==> config.mk <==
export PLATFORM = sky130hd
export DESIGN_NAME = byte_level_token_piece_decoder_flat
export DESIGN_NICKNAME = d
export VERILOG_FILES = /design/src/rtl/bld_pkg.sv /design/src/rtl/bld_in_if.sv /design/src/rtl/bld_out_if.sv /design/src/rtl/byte_level_token_piece_decoder.sv /design/src/rtl/bld_queue.sv /design/src/rtl/bld_front.sv /design/src/rtl/bld_back.sv /design/src/flat_wrapper.sv
export SDC_FILE = /design/constraint.sdc
export NUM_CORES = 1
export LEC_CHECK = 0
export ABC_AREA = 1
export BUFFER_PORTS_ARGS = -buffer_cell sky130_fd_sc_hd__buf_2
export CAP_MARGIN = 20
export CORE_ASPECT_RATIO = 1.75
export CORE_MARGIN = 2
export CORE_UTILIZATION = 55
export CTS_CLUSTER_SIZE = 12
export DETAILED_ROUTE_END_ITERATION = 10
export GPL_TIMING_DRIVEN = 0
export PLACE_DENSITY = 0.76
export SLEW_MARGIN = 40
export SYNTH_ARGS = -nofsm -noshare
export SYNTH_HDL_FRONTEND = slang
export SYNTH_HIERARCHICAL = 1
export SYNTH_SLANG_ARGS = --single-unit
==> constraint.sdc <==
create_clock -name clk -period 4.6 [get_ports clk]
set_input_delay 0.46 -clock clk [delete_from_list [all_inputs] [get_ports clk]]
set_output_delay 0.46 -clock clk [all_outputs]
set_load 0.05 [all_outputs]
==> src/rtl/bld_pkg.sv <==
package bld_pkg;

	localparam int unsigned QUEUE_DEPTH_DEF = 2;
	localparam int unsigned CP_W = 21;

	// lead byte classes
	localparam logic [7:0] LEAD2_MASK = 8'hE0;
	localparam logic [7:0] LEAD2_CODE = 8'hC0;
	localparam logic [7:0] LEAD3_MASK = 8'hF0;
	localparam logic [7:0] LEAD3_CODE = 8'hE0;
	localparam logic [7:0] LEAD4_CODE = 8'hF0;
	localparam logic [7:0] CONT_CODE  = 8'h80;
	localparam logic [7:0] CONT_MASK  = 8'h3F;

	// pending counts
	localparam logic [1:0] PEND_NONE = 2'd0;
	localparam logic [1:0] PEND_ONE  = 2'd1;
	localparam logic [1:0] PEND_TWO  = 2'd2;
	localparam logic [1:0] PEND_THREE = 2'd3;

	// queue entry between front and back
	typedef struct packed {
		logic            cut;
		logic            last;
		logic [CP_W-1:0] cp;
	} bld_entry_t;

	typedef struct packed {
		logic full;
		logic valid;
	} bld_q_stat_t;

endpackage

==> src/rtl/bld_in_if.sv <==
interface bld_in_if;
	logic       valid;
	logic       ready;
	logic [7:0] piece_byte;
	logic       piece_end;

	modport source(output valid, output piece_byte, output piece_end, input ready);
	modport sink(input valid, input piece_byte, input piece_end, output ready);
endinterface

==> src/rtl/bld_out_if.sv <==
interface bld_out_if;
	logic       valid;
	logic       ready;
	logic [7:0] raw_byte;
	logic       run_end;
	logic       no_data;
	logic       cut_sequence;

	modport source(output valid, output raw_byte, output run_end, output no_data,
		output cut_sequence, input ready);
	modport sink(input valid, input raw_byte, input run_end, input no_data,
		input cut_sequence, output ready);
endinterface

==> src/rtl/byte_level_token_piece_decoder.sv <==
// byte-level token piece decoder
//
// piece channel (sink): one byte of a vocabulary piece per transaction,
// piece_end set on the last byte. bytes are gathered into utf-8 code points
// and mapped back through the byte-level table.
// result channel (source): one output byte per transaction; run_end marks the
// last result of a piece. a piece that ends inside an unfinished sequence
// gives one transaction with no_data and cut_sequence set and raw_byte zero.
// the byte that finishes a code point is registered into the queue, and each
// result from it is then registered into the output register.
// throughput: one piece byte per cycle; the back end sends one result per
// cycle while results are taken, so a code point re-emitted as k bytes holds
// the back end until all k are sent. the queue between front and back absorbs
// that; when it fills, piece.ready drops until the back end catches up.
// reset clears the accumulator, the queue and the output valid at once.
// a stalled result holds its value; the queue keeps taking bytes until full.
module byte_level_token_piece_decoder #(
	parameter int unsigned QUEUE_DEPTH = bld_pkg::QUEUE_DEPTH_DEF
) (
	input  logic      clk,
	input  logic      arst_n,
	bld_in_if.sink    piece,
	bld_out_if.source result
);
	import bld_pkg::*;

	// front to back queue signals
	logic        push;
	logic        pop;
	bld_entry_t  wr_entry;
	bld_entry_t  head;
	bld_q_stat_t qstat;

	// front: utf-8 assembly, emits a code point or a cut marker
	bld_front u_front (
		.clk      (clk),
		.arst_n   (arst_n),
		.piece    (piece),
		.qstat    (qstat),
		.push     (push),
		.wr_entry (wr_entry)
	);

	// short queue decouples byte intake from multi-byte output
	bld_queue #(
		.DEPTH (QUEUE_DEPTH)
	) u_queue (
		.clk      (clk),
		.arst_n   (arst_n),
		.push     (push),
		.wr_entry (wr_entry),
		.pop      (pop),
		.head     (head),
		.stat     (qstat)
	);

	// back: table inverse and utf-8 re-encode, one byte per cycle while results are taken
	bld_back u_back (
		.clk    (clk),
		.arst_n (arst_n),
		.head   (head),
		.qstat  (qstat),
		.pop    (pop),
		.result (result)
	);

	// no push into a full queue
	a_no_overflow: assert property (@(posedge clk) disable iff (!arst_n)
		push |-> !qstat.full)
		else $error("queue overflow");

	// pop only from a non-empty queue
	a_no_underflow: assert property (@(posedge clk) disable iff (!arst_n)
		pop |-> qstat.valid)
		else $error("queue underflow");

	// a cut marker is always a bare end marker
	a_cut_shape: assert property (@(posedge clk) disable iff (!arst_n)
		(result.valid && result.no_data) |->
			(result.run_end && result.cut_sequence && result.raw_byte == 8'h00))
		else $error("malformed cut marker");

	// data results never carry the cut flag
	a_data_clean: assert property (@(posedge clk) disable iff (!arst_n)
		(result.valid && !result.no_data) |-> !result.cut_sequence)
		else $error("cut flag on data result");
endmodule

==> src/rtl/bld_queue.sv <==
module bld_queue #(
	parameter int unsigned DEPTH = bld_pkg::QUEUE_DEPTH_DEF
) (
	input  logic                clk,
	input  logic                arst_n,
	input  logic                push,
	input  bld_pkg::bld_entry_t wr_entry,
	input  logic                pop,
	output bld_pkg::bld_entry_t head,
	output bld_pkg::bld_q_stat_t stat
);
	import bld_pkg::*;

	localparam int unsigned PTR_W = (DEPTH > 1) ? $clog2(DEPTH) : 1;
	localparam int unsigned CNT_W = $clog2(DEPTH + 1);

	bld_entry_t       mem_q [DEPTH];
	logic [PTR_W-1:0] wr_ptr_q;
	logic [PTR_W-1:0] rd_ptr_q;
	logic [CNT_W-1:0] count_q;

	function automatic logic [PTR_W-1:0] ptr_inc(input logic [PTR_W-1:0] p);
		if (p == PTR_W'(DEPTH - 1)) begin
			return '0;
		end
		return p + PTR_W'(1);
	endfunction

	assign stat.full  = (count_q == CNT_W'(DEPTH));
	assign stat.valid = (count_q != '0);
	assign head       = mem_q[rd_ptr_q];

	always_ff @(posedge clk) begin
		if (push) begin
			mem_q[wr_ptr_q] <= wr_entry;
		end
	end

	always_ff @(posedge clk or negedge arst_n) begin
		if (!arst_n) begin
			wr_ptr_q <= '0;
			rd_ptr_q <= '0;
			count_q  <= '0;
		end else begin
			if (push) begin
				wr_ptr_q <= ptr_inc(wr_ptr_q);
			end
			if (pop) begin
				rd_ptr_q <= ptr_inc(rd_ptr_q);
			end
			if (push && !pop) begin
				count_q <= count_q + CNT_W'(1);
			end else if (pop && !push) begin
				count_q <= count_q - CNT_W'(1);
			end
		end
	end
endmodule

==> src/rtl/bld_front.sv <==
module bld_front (
	input  logic                 clk,
	input  logic                 arst_n,
	bld_in_if.sink               piece,
	input  bld_pkg::bld_q_stat_t qstat,
	output logic                 push,
	output bld_pkg::bld_entry_t  wr_entry
);
	import bld_pkg::*;

	logic [CP_W-1:0] acc_q, acc_n;
	logic [1:0]      pend_q, pend_n;
	logic            done;
	logic            accept;
	logic [7:0]      b;

	assign b      = piece.piece_byte;
	assign piece.ready = !qstat.full;
	assign accept = piece.valid && piece.ready;

	always_comb begin
		acc_n = acc_q;
		pend_n = pend_q;
		done = 1'b0;
		if (pend_q == PEND_NONE) begin
			if (!b[7]) begin
				acc_n = CP_W'(b);
				done = 1'b1;
			end else if ((b & LEAD2_MASK) == LEAD2_CODE) begin
				acc_n = CP_W'(b[4:0]);
				pend_n = PEND_ONE;
			end else if ((b & LEAD3_MASK) == LEAD3_CODE) begin
				acc_n = CP_W'(b[3:0]);
				pend_n = PEND_TWO;
			end else begin
				acc_n = CP_W'(b[2:0]);
				pend_n = PEND_THREE;
			end
		end else begin
			acc_n = {acc_q[CP_W-7:0], b[5:0]};
			pend_n = pend_q - 2'd1;
			done = (pend_n == PEND_NONE);
		end
	end

	assign push          = accept && (done || piece.piece_end);
	assign wr_entry.cut  = !done;
	assign wr_entry.last = piece.piece_end;
	assign wr_entry.cp   = done ? acc_n : '0;

	always_ff @(posedge clk or negedge arst_n) begin
		if (!arst_n) begin
			acc_q  <= '0;
			pend_q <= PEND_NONE;
		end else if (accept) begin
			if (piece.piece_end) begin
				acc_q  <= '0;
				pend_q <= PEND_NONE;
			end else begin
				acc_q  <= done ? '0 : acc_n;
				pend_q <= pend_n;
			end
		end
	end
endmodule

==> src/rtl/bld_back.sv <==
module bld_back (
	input  logic                 clk,
	input  logic                 arst_n,
	input  bld_pkg::bld_entry_t  head,
	input  bld_pkg::bld_q_stat_t qstat,
	output logic                 pop,
	bld_out_if.source            result
);
	import bld_pkg::*;

	logic [1:0]      idx_q;
	logic [1:0]      last_idx;
	logic [CP_W-1:0] cp;
	logic            is_raw;
	logic [7:0]      raw_val;
	logic [7:0]      sel_byte;
	logic [8:0]      off_val;
	logic            load;
	logic            fire;
	logic            valid_q;
	logic [7:0]      byte_q;
	logic            end_q;
	logic            cut_q;

	assign cp      = head.cp;
	assign off_val = cp[8:0] - 9'd162;

	// byte-level table inverse
	always_comb begin
		is_raw  = 1'b1;
		raw_val = cp[7:0];
		if ((cp >= CP_W'(33) && cp <= CP_W'(126)) || (cp >= CP_W'(161) && cp <= CP_W'(172))
				|| (cp >= CP_W'(174) && cp <= CP_W'(255))) begin
			raw_val = cp[7:0];
		end else if (cp >= CP_W'(256) && cp <= CP_W'(288)) begin
			raw_val = cp[7:0];
		end else if (cp >= CP_W'(289) && cp <= CP_W'(322)) begin
			raw_val = off_val[7:0];
		end else if (cp == CP_W'(323)) begin
			raw_val = 8'd173;
		end else begin
			is_raw = 1'b0;
		end
	end

	always_comb begin
		if (head.cut || is_raw || cp < CP_W'(32'h80)) begin
			last_idx = 2'd0;
		end else if (cp < CP_W'(32'h800)) begin
			last_idx = 2'd1;
		end else if (cp < CP_W'(32'h10000)) begin
			last_idx = 2'd2;
		end else begin
			last_idx = 2'd3;
		end
	end

	always_comb begin
		sel_byte = 8'h00;
		if (head.cut) begin
			sel_byte = 8'h00;
		end else if (is_raw) begin
			sel_byte = raw_val;
		end else begin
			case (last_idx)
				2'd0: sel_byte = cp[7:0];
				2'd1: begin
					case (idx_q)
						2'd0:    sel_byte = LEAD2_CODE | {3'b000, cp[10:6]};
						default: sel_byte = CONT_CODE | {2'b00, cp[5:0]};
					endcase
				end
				2'd2: begin
					case (idx_q)
						2'd0:    sel_byte = LEAD3_CODE | {4'h0, cp[15:12]};
						2'd1:    sel_byte = CONT_CODE | {2'b00, cp[11:6]};
						default: sel_byte = CONT_CODE | {2'b00, cp[5:0]};
					endcase
				end
				default: begin
					case (idx_q)
						2'd0:    sel_byte = LEAD4_CODE | {5'h00, cp[20:18]};
						2'd1:    sel_byte = CONT_CODE | {2'b00, cp[17:12]};
						2'd2:    sel_byte = CONT_CODE | {2'b00, cp[11:6]};
						default: sel_byte = CONT_CODE | {2'b00, cp[5:0]};
					endcase
				end
			endcase
		end
	end

	assign load = !valid_q || result.ready;
	assign fire = qstat.valid && load;
	assign pop  = fire && (idx_q == last_idx);

	always_ff @(posedge clk or negedge arst_n) begin
		if (!arst_n) begin
			valid_q <= 1'b0;
			idx_q   <= 2'd0;
		end else begin
			if (load) begin
				valid_q <= qstat.valid;
			end
			if (pop) begin
				idx_q <= 2'd0;
			end else if (fire) begin
				idx_q <= idx_q + 2'd1;
			end
		end
	end

	always_ff @(posedge clk) begin
		if (fire) begin
			byte_q <= sel_byte;
			end_q  <= head.last && (idx_q == last_idx);
			cut_q  <= head.cut;
		end
	end

	assign result.valid        = valid_q;
	assign result.raw_byte     = byte_q;
	assign result.run_end      = end_q;
	assign result.no_data      = cut_q;
	assign result.cut_sequence = cut_q;
endmodule

==> src/flat_wrapper.sv <==
// flat-port wrapper written by rule: the top's interface ports become plain ports
module byte_level_token_piece_decoder_flat import bld_pkg::*;
#(
	parameter int unsigned QUEUE_DEPTH = bld_pkg::QUEUE_DEPTH_DEF
)
  (clk, arst_n, piece_valid, piece_piece_byte, piece_piece_end, piece_ready, result_valid, result_raw_byte, result_run_end, result_no_data, result_cut_sequence, result_ready);
  bld_in_if piece_i ();
  bld_out_if result_i ();
  input  logic clk;
  input  logic arst_n;
  input wire logic [$bits(piece_i.valid)-1:0] piece_valid;
  input wire logic [$bits(piece_i.piece_byte)-1:0] piece_piece_byte;
  input wire logic [$bits(piece_i.piece_end)-1:0] piece_piece_end;
  output wire logic [$bits(piece_i.ready)-1:0] piece_ready;
  output wire logic [$bits(result_i.valid)-1:0] result_valid;
  output wire logic [$bits(result_i.raw_byte)-1:0] result_raw_byte;
  output wire logic [$bits(result_i.run_end)-1:0] result_run_end;
  output wire logic [$bits(result_i.no_data)-1:0] result_no_data;
  output wire logic [$bits(result_i.cut_sequence)-1:0] result_cut_sequence;
  input wire logic [$bits(result_i.ready)-1:0] result_ready;
  assign piece_i.valid = piece_valid;
  assign piece_i.piece_byte = piece_piece_byte;
  assign piece_i.piece_end = piece_piece_end;
  assign piece_ready = piece_i.ready;
  assign result_valid = result_i.valid;
  assign result_raw_byte = result_i.raw_byte;
  assign result_run_end = result_i.run_end;
  assign result_no_data = result_i.no_data;
  assign result_cut_sequence = result_i.cut_sequence;
  assign result_i.ready = result_ready;
  byte_level_token_piece_decoder #(.QUEUE_DEPTH(QUEUE_DEPTH)) u_core (.clk(clk), .arst_n(arst_n), .piece(piece_i), .result(result_i));
endmodule
After elaboration in Yosys (flattened, before gate mapping)
Memory sizes are Yosys's and may differ from the RTL's.
Cells that the tools add are included.
{ "totals": {"regBits": 34, "ramBits": 46, "in_bits": 13, "output_inout_bits": 13, "elab_cells": 116, "n_memories": 1} }
{ "op_classes": {"add_sub_neg": 7, "order_cmp": 13, "n_eq_ne": 10, "n_mux": 44, "n_reduce_logical": 31} }
{ "mem_list": {"columns": ["name", "depth", "width", "rd", "rd_ports_with_merged_regs", "write_ports", "line", "rtl"], "rows": [
  ["u_core.u_queue.mem_q", 2, 23, 1, 0, 1, "bld_queue.sv:17", "bld_entry_t mem_q [DEPTH];"]
]} }
{ "op_table": {"columns": ["op", "count"], "rows": [
  ["$ge A21 B8 Y1 const B", 2],
  ["$ge A21 B9 Y1 const B", 2],
  ["$le A21 B8 Y1 const B", 2],
  ["$le A21 B9 Y1 const B", 2],
  ["$mux W21", 2],
  ["$mux W8", 5],
  ["$mux W15", 2],
  ["$pmux W8 S3", 1],
  ["$eq A21 B9 Y1 const B", 1],
  ["$ge A21 B6 Y1 const B", 1],
  ["$le A21 B7 Y1 const B", 1],
  ["$lt A21 B12 Y1 const B", 1],
  ["$lt A21 B17 Y1 const B", 1],
  ["$lt A21 B8 Y1 const B", 1],
  ["$pmux W7 S3", 1],
  ["$mux W2", 10],
  ["$mux W1", 18],
  ["$mux W7", 2],
  ["$pmux W7 S2", 1],
  ["$logic_and A1 B1 Y1", 12],
  ["$logic_not A2 Y1", 4],
  ["$sub A8 B8 Y8 const B", 1],
  ["$eq A2 B2 Y1 const B", 3],
  ["$logic_or A1 B1 Y1", 6],
  ["13 further kinds", 23]
]} }

Depth between registers and ports, before layout
Gate-level depths: netlist of the first run.
An unclocked memory read counts as a cell.
{ "depth": {"ltp_word": 14, "ltp_mapped": 27, "depth_no_buf": 25} }

By module
Netlist of the first run, hierarchy kept.
{ "by_module_without_submodules": {"columns": ["mod", "n_inst", "cells_per_inst", "area_each_um2", "seq_area_each_um2"], "rows": [
  ["bld_back", 1, 317, 1996.9, 375.4],
  ["bld_queue", 1, 97, 1969.4, 1481.4],
  ["bld_front", 1, 128, 1006.0, 425.4]
]} }

Least setup slack after synthesis of the first run
OpenSTA, ideal clock, no wires.
{ "synth_path": {"path_type": "register to register", "startpoint": "register u_core.u_queue.rd_ptr_q", "endpoint": "register u_core.u_back.byte_q[1] (netlist: u_core/u_back/result.raw_byte[1]) (data pin)", "setup_ns": 0.146, "arrival_ns": 3.324, "t_required_ns": 4.454, "path_slack_ns": 1.130, "stages_incl_launch_ff": 25, "path_buffers": 2, "period_less_slack_ns": 3.470, "path_cell_list": "dfrtp_1 buf_6 buf_12 mux2_4 inv_1 ha_1 nand3_2 nand2_1 inv_1 nor2_2 nand2_2 nand2_4 nand3_2 nor2_4 nand3_1 inv_1 ha_1 inv_1 o21ai_0 nand2_1 o2111ai_1 o21ai_0 nand2_1 nand2_1 a21oi_1"} }
{ "synth_lines": {"columns": ["element", "line", "rtl"], "rows": [
  ["from (decl)", "bld_queue.sv:19", "logic [PTR_W-1:0] rd_ptr_q;"],
  ["from (signal assigned)", "bld_queue.sv:49", "rd_ptr_q <= ptr_inc(rd_ptr_q);"],
  ["to (signal assigned)", "bld_back.sv:114", "byte_q <= sel_byte;"],
  ["to (decl)", "bld_back.sv:21", "logic [7:0] byte_q;"]
]} }

==> results.py, run 1 <==
metrics = {
    "worst_setup_path": {
        "r2r-end": "u_core/u_back/result.raw_byte[2]$_SDFFCE_PP0P_",
        "critPathCaptureType": "flop",
        "cp_common_cell": "inv_1",
        "timing.critical_path.arrival_ns": 4.37,
        "cp.required_ns": 4.80,
        "timing.reg2reg.setup_slack_ns": 0.43,
        "cpMaxStageDelayCell": "dfrtp_1",
        "cp_top_family": "simple AND/OR/NAND/NOR gates",
        "reg2reg_from": "u_core/u_queue/rd_ptr_q$_DFFE_PN0P_",
        "crit_end": "u_core/u_back/result.raw_byte[2]$_SDFFCE_PP0P_",
        "start_kind": "flop",
        "critical-path-max-stage-delay_ns": 0.37,
        "path_buf_inv": 7,
        "path_class": "flop to flop",
        "cp-startpoint": "u_core/u_queue/rd_ptr_q$_DFFE_PN0P_",
        "path_max_fanout": 10,
        "reg2reg_depth": 25,
        "path_depth": 25,
    },
    "placement": {
        "dp_hpwl_um": 9210,
        "numPortBuffers": 25,
        "post-place-cells": 685,
        "place_ws_ns": 0.190,
        "gp_congestion": 0.960,
    },
    "die": {
        "rows": 45,
        "fp.dieH_um": 130,
        "ios": 26,
        "die_w_um": 75.9,
        "coreArea_mm2": 0.00873,
        "start_util_pct": 57.0,
        "die_area_mm2": 0.00985,
    },
    "run": {
        "maxCapViolations": 0,
    },
    "clocking": {
        "htree_levels": 3,
        "postCtsSetupBuffers": 0,
        "clk-insertion-delay-late_ns": 0.34,
        "cts_root_buf": "clkbuf_16",
        "cts.sinks": 80,
        "clock_path_buffers": 2,
        "cts_tree": "built",
        "clk_pin_slew_ns": 0.06,
        "cts_buffers": 9,
    },
    "pwr": {
        "comb_power_share_pct": 51.8,
        "p_int_w": 0.00224,
        "clockPowerShare_pct": 20.3,
        "power_w": 0.00399,
        "vdd_ir_drop_max_uv": 382,
        "switching_share_pct": 44.0,
        "p_switching_w": 0.00176,
        "pwr-share-seq_pct": 27.9,
        "power_density_mw_per_mm2": 712,
        "p_leak_nw": 2.42,
    },
    "routing": {
        "postRouteAntennaNets": 0,
        "wl_met3_um": 455,
        "drc": 0,
        "routed_wl_um": 12200,
        "post_drt_wl_per_cell_um": 17.5,
        "routed_via_density": 5.68,
        "wl_met1_um": 4210,
        "maxUsedRoutingLayer": "met4",
        "met2_length_um": 6770,
        "drt_iter0_drc": 291,
        "first_pass_iters": 6,
        "via_count": 3979,
    },
    "timing": {
        "fin_hold_ws_ns": 0.102,
        "fin_crit_sh_pct": 90.6,
        "fin_ws_ns": 0.433,
        "relSlewSlack_pct": 63.1,
        "hold_viol_final": 0,
        "fin_setup_tns_ns": 0,
        "worst_slew_pin_slew_ns": 0.553,
        "rsz0062_at_grt": "false",
        "max_freq_ghz": 0.240,
        "slew_violations": 0,
        "setup_viol": 0,
        "skew_ns": 0.00466,
        "period_needed_ns": 4.17,
    },
    "global_routing": {
        "gr-total-overflow": 0,
        "grt_usage_pct": 26.6,
        "grt_pass1_vias": 3836,
        "grt_pass1_wl_um": 19000,
        "antenna_found_initial": 0,
        "grt_max_degree": 25,
    },
    "synth": {
        "synth_top_family_by_area": "simple AND/OR/NAND/NOR gates",
        "synth_edf_count": 56,
        "synth_compound_area_share_pct": 10.5,
        "ys_types": 41,
        "yosysWarnings": 6,
        "postSynthCellCount": 542,
        "ys_top_cells_by_area": "edfxtp_1 (34%), dfrtp_1 (12%), nand2_1 (8.3%), mux2_4 (5.7%), inv_1 (4.6%)",
        "ys_seq_area_share_pct": 45.9,
        "synth_fa_ha_area_share_pct": 3.77,
        "muxShareOfSynthArea_pct": 6.64,
        "syn-num-nets": 570,
        "syn_area_per_cell_um2": 9.17,
        "yosysTopAreaCell": "edfxtp_1",
        "netlist_area_mm2": 0.00497,
        "synth_top_area_share_pct": 33.8,
        "ys_dominant_reg_cell": "edfxtp_1",
        "async_reset_ff_share_pct": 30.0,
        "synth_seq_cells": 80,
        "yosys.area_share.xor_xnor_pct": 0.881,
        "synth_simple_gate_area_share_pct": 23.8,
    },
    "hold_path": {
        "hold_class": "primary input to async pin",
    },
    "final_layout": {
        "fin_cells": 701,
        "fillers": 706,
        "num_antenna_cells": 0,
        "syn_to_final_growth_pct": 12.8,
        "drive_gt1_share_pct": 22.9,
        "fin_nets": 607,
    },
    "run_status": {
        "status": "finished clean",
    },
}
## registers in the layout, summed over array words and instances, names as in the netlist
name	flops
u_core/u_front/acc_q	15
u_core/u_front/pend_q	2
u_core/u_queue/mem_q	46
u_core/u_back/result.valid	1
u_core/u_back/result.raw_byte	8
u_core/u_queue/wr_ptr_q	1
u_core/u_queue/rd_ptr_q	1
u_core/u_back/result.cut_sequence	1
u_core/u_queue/count_q	2
u_core/u_back/idx_q	2
u_core/u_back/result.run_end	1
## stage by stage
step                utilization (%)  cell area [um2]
floorplan                         -             4970
global placement               60.1             5240
detailed placement             60.3             5270
CTS                            64.2             5600
global route                   64.3             5610
finish                         64.3             5610
## layer usage
layer / vias to the layer above / global-route usage (%)
met4: 0 / 19.9
met5: - / 0
li1: 1893 / -
met2: 155 / 47.9
met1: 1885 / 25.6
met3: 46 / 4.32
## worst min-delay path by stage
stage | from | to | slack [ns] | depth (start not counted)
6_report | arst_n | u_core/u_front/pend_q[1]$_DFFE_PN0P_ | 0.10 | 1
5_1_grt | arst_n | u_core/u_front/acc_q[3]$_DFFE_PN0P_ | 0.16 | 1
4_1_cts | arst_n | u_core/u_front/pend_q[1]$_DFFE_PN0P_ | 0.11 | 1
3_5_place_dp | u_core/u_front/acc_q[3]$_DFFE_PN0P_ | u_core/u_front/acc_q[3]$_DFFE_PN0P_ | 0.47 | 2
3_3_place_gp | u_core/u_queue/count_q[1]$_DFFE_PN0P_ | u_core/u_queue/count_q[1]$_DFFE_PN0P_ | 0.46 | 2
2_1_floorplan | arst_n | u_core/u_back/idx_q[0]$_DFFE_PN0P_ | 0.16 | 0
## cell families (layout without fill, tap and decap cells)
family,after synthesis,in the layout
simple gates,251,251
flops,80,80
compound gates,79,79
mux,23,23
buf+inv,89,131
xor+xnor,5,5
fa+ha+maj,15,15
## area by class of cell
| cell class | count | area (um2) | area share [%] |
|---|---|---|---|
| timing repair buffer | 26 | 140 | 2.50 |
| sequential | 80 | 2280 | 40.7 |
| tap | 117 | 146 | 2.61 |
| clock inverter | 6 | 108 | 1.92 |
| multi-input combinational | 373 | 2270 | 40.6 |
| inverter | 70 | 269 | 4.80 |
| clock buffer | 10 | 229 | 4.08 |
| buffer | 19 | 160 | 2.86 |
## worst reg2reg max path, cell delays in order (launching register included)
cell and delay (ns):
dfrtp_1 0.37, buf_6 0.15, buf_12 0.15, mux2_4 0.32, clkinvlp_4 0.23, ha_1 0.25, nand2_1 0.07, nand3_2 0.13
nand2_1 0.09, inv_1 0.04, nor2_2 0.13, nand2_2 0.07, nand2_4 0.11, nand3_2 0.10, nor2_4 0.22, nand3_1 0.18
inv_1 0.13, ha_2 0.26, inv_1 0.09, o21ai_1 0.18, inv_1 0.10, o21ai_0 0.14, a21oi_1 0.06, o22ai_1 0.21
o21ai_0 0.13, a21oi_1 0.12
## power groups by stage
| stage | clock [W] | sequential [W] | combinational, W |
|---|---|---|---|
| after floorplan | 0 | 0.00128 | 0.00137 |
| after global placement | 0 | 0.00112 | 0.00200 |
| after detailed placement | 0 | 0.00113 | 0.00203 |
| after CTS | 0.000824 | 0.00112 | 0.00204 |
| after global routing | 0.000845 | 0.00114 | 0.00223 |
| final | 0.000811 | 0.00111 | 0.00207 |
## Yosys cell counts, types with 6 or more instances
cell,n
nand3_1,34
nor2_4,7
nand2_2,8
edfxtp_1,56
nor2_2,8
a21oi_1,19
nor2_1,60
dfrtp_1,24
ha_1,15
inv_1,61
o21ai_0,25
inv_2,7
buf_2,6
nand4_1,8
mux2_4,19
nand2_1,110
o22ai_2,10
o21ai_1,6
## placed cells by master, fill, tap and decap left out, types with 19 or more instances in the layout
cell type / count
nand2_1: 110
buf_2: 31
a21oi_1: 19
nor2_1: 59
mux2_4: 19
edfxtp_1: 56
nand3_1: 34
o21ai_0: 23
inv_1: 59
dfrtp_1: 24
## what timing repair did
action / CTS / global route
hold buffers: 0 / 0
endpoints found under the hold margin: 0 / 0
resized for setup: 0 / 4
endpoints found under the setup margin: 0 / 4
No activity file was read; power rests on OpenSTA's default activity.
==> run 2, diff against run 1 <==
--- a/config.mk
+++ b/config.mk
@@ -14,8 +14,8 @@
 export CTS_CLUSTER_SIZE = 12
 export DETAILED_ROUTE_END_ITERATION = 10
 export GPL_TIMING_DRIVEN = 0
-export PLACE_DENSITY = 0.76
-export SLEW_MARGIN = 40
+export PLACE_DENSITY = 0.81
+export SLEW_MARGIN = 30
 export SYNTH_ARGS = -nofsm -noshare
 export SYNTH_HDL_FRONTEND = slang
 export SYNTH_HIERARCHICAL = 1
==> results.py, run 2 (same netlist as run 1, synthesis figures left out) <==
metrics = {
    "clocking": {
        "postCtsSetupBuffers": 0,
        "cts_hold_buf": 0,
        "cts_tree": "built",
        "cts.sinks": 80,
        "cts_root_buf": "clkbuf_16",
        "clk-insertion-delay-late_ns": 0.34,
        "htree_levels": 3,
        "clock_path_buffers": 2,
        "cts_buffers": 9,
        "clk_pin_slew_ns": 0.06,
    },
    "timing": {
        "fin_ws_ns": 0.340,
        "rsz0062_at_grt": "false",
        "worst_slew_pin_slew_ns": 0.881,
        "setup_viol": 0,
        "period_needed_ns": 4.26,
        "fin_hold_ws_ns": 0.107,
        "max_freq_ghz": 0.235,
        "slew_violations": 0,
        "hold_viol_final": 0,
        "fin_setup_tns_ns": 0,
        "skew_ns": 0.00866,
        "relSlewSlack_pct": 41.2,
        "fin_crit_sh_pct": 92.6,
    },
    "hold_path": {
        "hold_class": "primary input to async pin",
    },
    "final_layout": {
        "drive_gt1_share_pct": 22.6,
        "fillers": 714,
        "layout_common_cells": "nand2_1 (110), inv_1 (60), nor2_1 (59)",
        "regMostFlops": "u_core/u_queue/mem_q",
        "num_antenna_cells": 0,
        "multi_input_area_mm2": 0.00227,
        "seq_area_mm2": 0.00228,
        "largest_reg_flops": 46,
        "layout_commonest_cell": "nand2_1",
        "fin_area_mm2": 0.00555,
        "syn_to_final_growth_pct": 11.7,
        "fin_nets": 606,
    },
    "worst_setup_path": {
        "worstPathCellList": "buf_6 -> buf_12 -> mux2_4 -> clkinvlp_4 -> ha_1 -> nand3_2 -> nand2_1 -> inv_1 -> nor2_2 -> nand2_2 -> nand2_4 -> nand3_2 -> nor2_4 -> nand3_1 -> inv_1 -> ha_1 -> inv_1 -> o21ai_0 -> inv_1 -> o21ai_0 -> a21oi_1 -> o22ai_1 -> o21ai_0 -> a21oi_1",
        "critPathCaptureType": "flop",
        "cp.required_ns": 4.77,
        "reg2reg_depth": 24,
        "path_max_fanout": 10,
        "critical-path-max-stage-delay_ns": 0.38,
        "timing.critical_path.arrival_ns": 4.43,
        "path_class": "flop to flop",
        "cp_common_cell": "inv_1",
        "cpMaxStageDelayCell": "mux2_4",
        "start_kind": "flop",
    },
    "die": {
        "rows": 45,
        "die_w_um": 75.9,
        "ios": 26,
        "coreArea_mm2": 0.00873,
        "die_area_mm2": 0.00985,
        "start_util_pct": 57.0,
        "fp.dieH_um": 130,
    },
    "placement": {
        "place_ws_ns": 0.306,
        "dp_hpwl_um": 8980,
        "place_area_mm2": 0.00525,
        "numPortBuffers": 25,
        "gp_congestion": 0.985,
    },
    "routing": {
        "routed_wl_um": 11700,
        "post_drt_wl_per_cell_um": 16.7,
        "drt_iter0_drc": 225,
        "routed_via_density": 5.62,
        "postRouteAntennaNets": 0,
        "via_count": 3936,
        "drc": 0,
        "first_pass_iters": 5,
    },
    "pwr": {
        "vdd_ir_drop_max_uv": 406,
        "power_w": 0.00385,
        "power_density_mw_per_mm2": 694,
        "p_leak_nw": 2.39,
    },
    "global_routing": {
        "antenna_found_initial": 0,
        "grt_pass1_wl_um": 18400,
        "grt_pass1_vias": 3806,
        "gr-total-overflow": 0,
        "grt_max_degree": 25,
        "grt_usage_pct": 25.4,
    },
    "run": {
        "maxCapViolations": 0,
    },
    "run_status": {
        "status": "finished clean",
    },
}
run 2: repair_timing:
action / CTS / global route
endpoints found under the hold margin: 0 / 0
endpoints found under the setup margin: 0 / 2
resized for setup: 0 / 1
run 2: final timing paths:
path	slack [ns]	endpoint	startpoint
max	0.34	u_core/u_back/result.raw_byte[0]$_SDFFCE_PP0P_	u_core/u_queue/rd_ptr_q$_DFFE_PN0P_
min	0.11	u_core/u_back/idx_q[0]$_DFFE_PN0P_	arst_n
min in group clk	0.39	u_core/u_front/pend_q[1]$_DFFE_PN0P_	piece_piece_end
max reg2reg	0.34	u_core/u_back/result.raw_byte[0]$_SDFFCE_PP0P_	u_core/u_queue/rd_ptr_q$_DFFE_PN0P_
max in group asynchronous	4.12	u_core/u_front/acc_q[11]$_DFFE_PN0P_	arst_n
min reg2reg	0.48	u_core/u_queue/count_q[1]$_DFFE_PN0P_	u_core/u_queue/count_q[1]$_DFFE_PN0P_
run 2: metrics by stage:
stage	cells	utilization (%)
floorplan	542	-
global placement	684	60.1
detailed placement	684	60.2
CTS	700	63.6
global route	700	63.6
finish	700	63.6
run 2: layout make-up:
type                       instances  share of cell area (%)
inverter                          70                    4.85
sequential                        80                    41.1
timing repair buffer              25                    2.25
clock inverter                     6                    1.22
buffer                            19                    2.88
clock buffer                      10                    4.12
multi-input combinational        373                    40.9
tap                              117                    2.64
run 2: critical path: cells and delay by family (launching register included):
family	cells	cell delay (ns)
muxes	1	0.38
DFF	1	0.37
AOI/OAI and AO/OA	6	0.88
adders and majority gates	2	0.59
and+or+nand+nor	8	0.99
buffers and inverters	7	0.86
run 2: report_power, final:
group          internal [W]  switching [W]  total, W  leakage (nW)
Combinational      0.000667        0.00137   0.00204          1.40
Clock              0.000422       0.000279  0.000701         0.139
Sequential          0.00103      0.0000842   0.00112         0.852
run 2: per-layer routing:
layer  GRT usage [%]  vias to the layer above  wire (um)
met5               0                        -          0
met4            14.8                        0        591
met3            4.17                       35        389
met2            46.2                      127       6520
met1            25.9                     1874       4160
li1                -                     1900          -
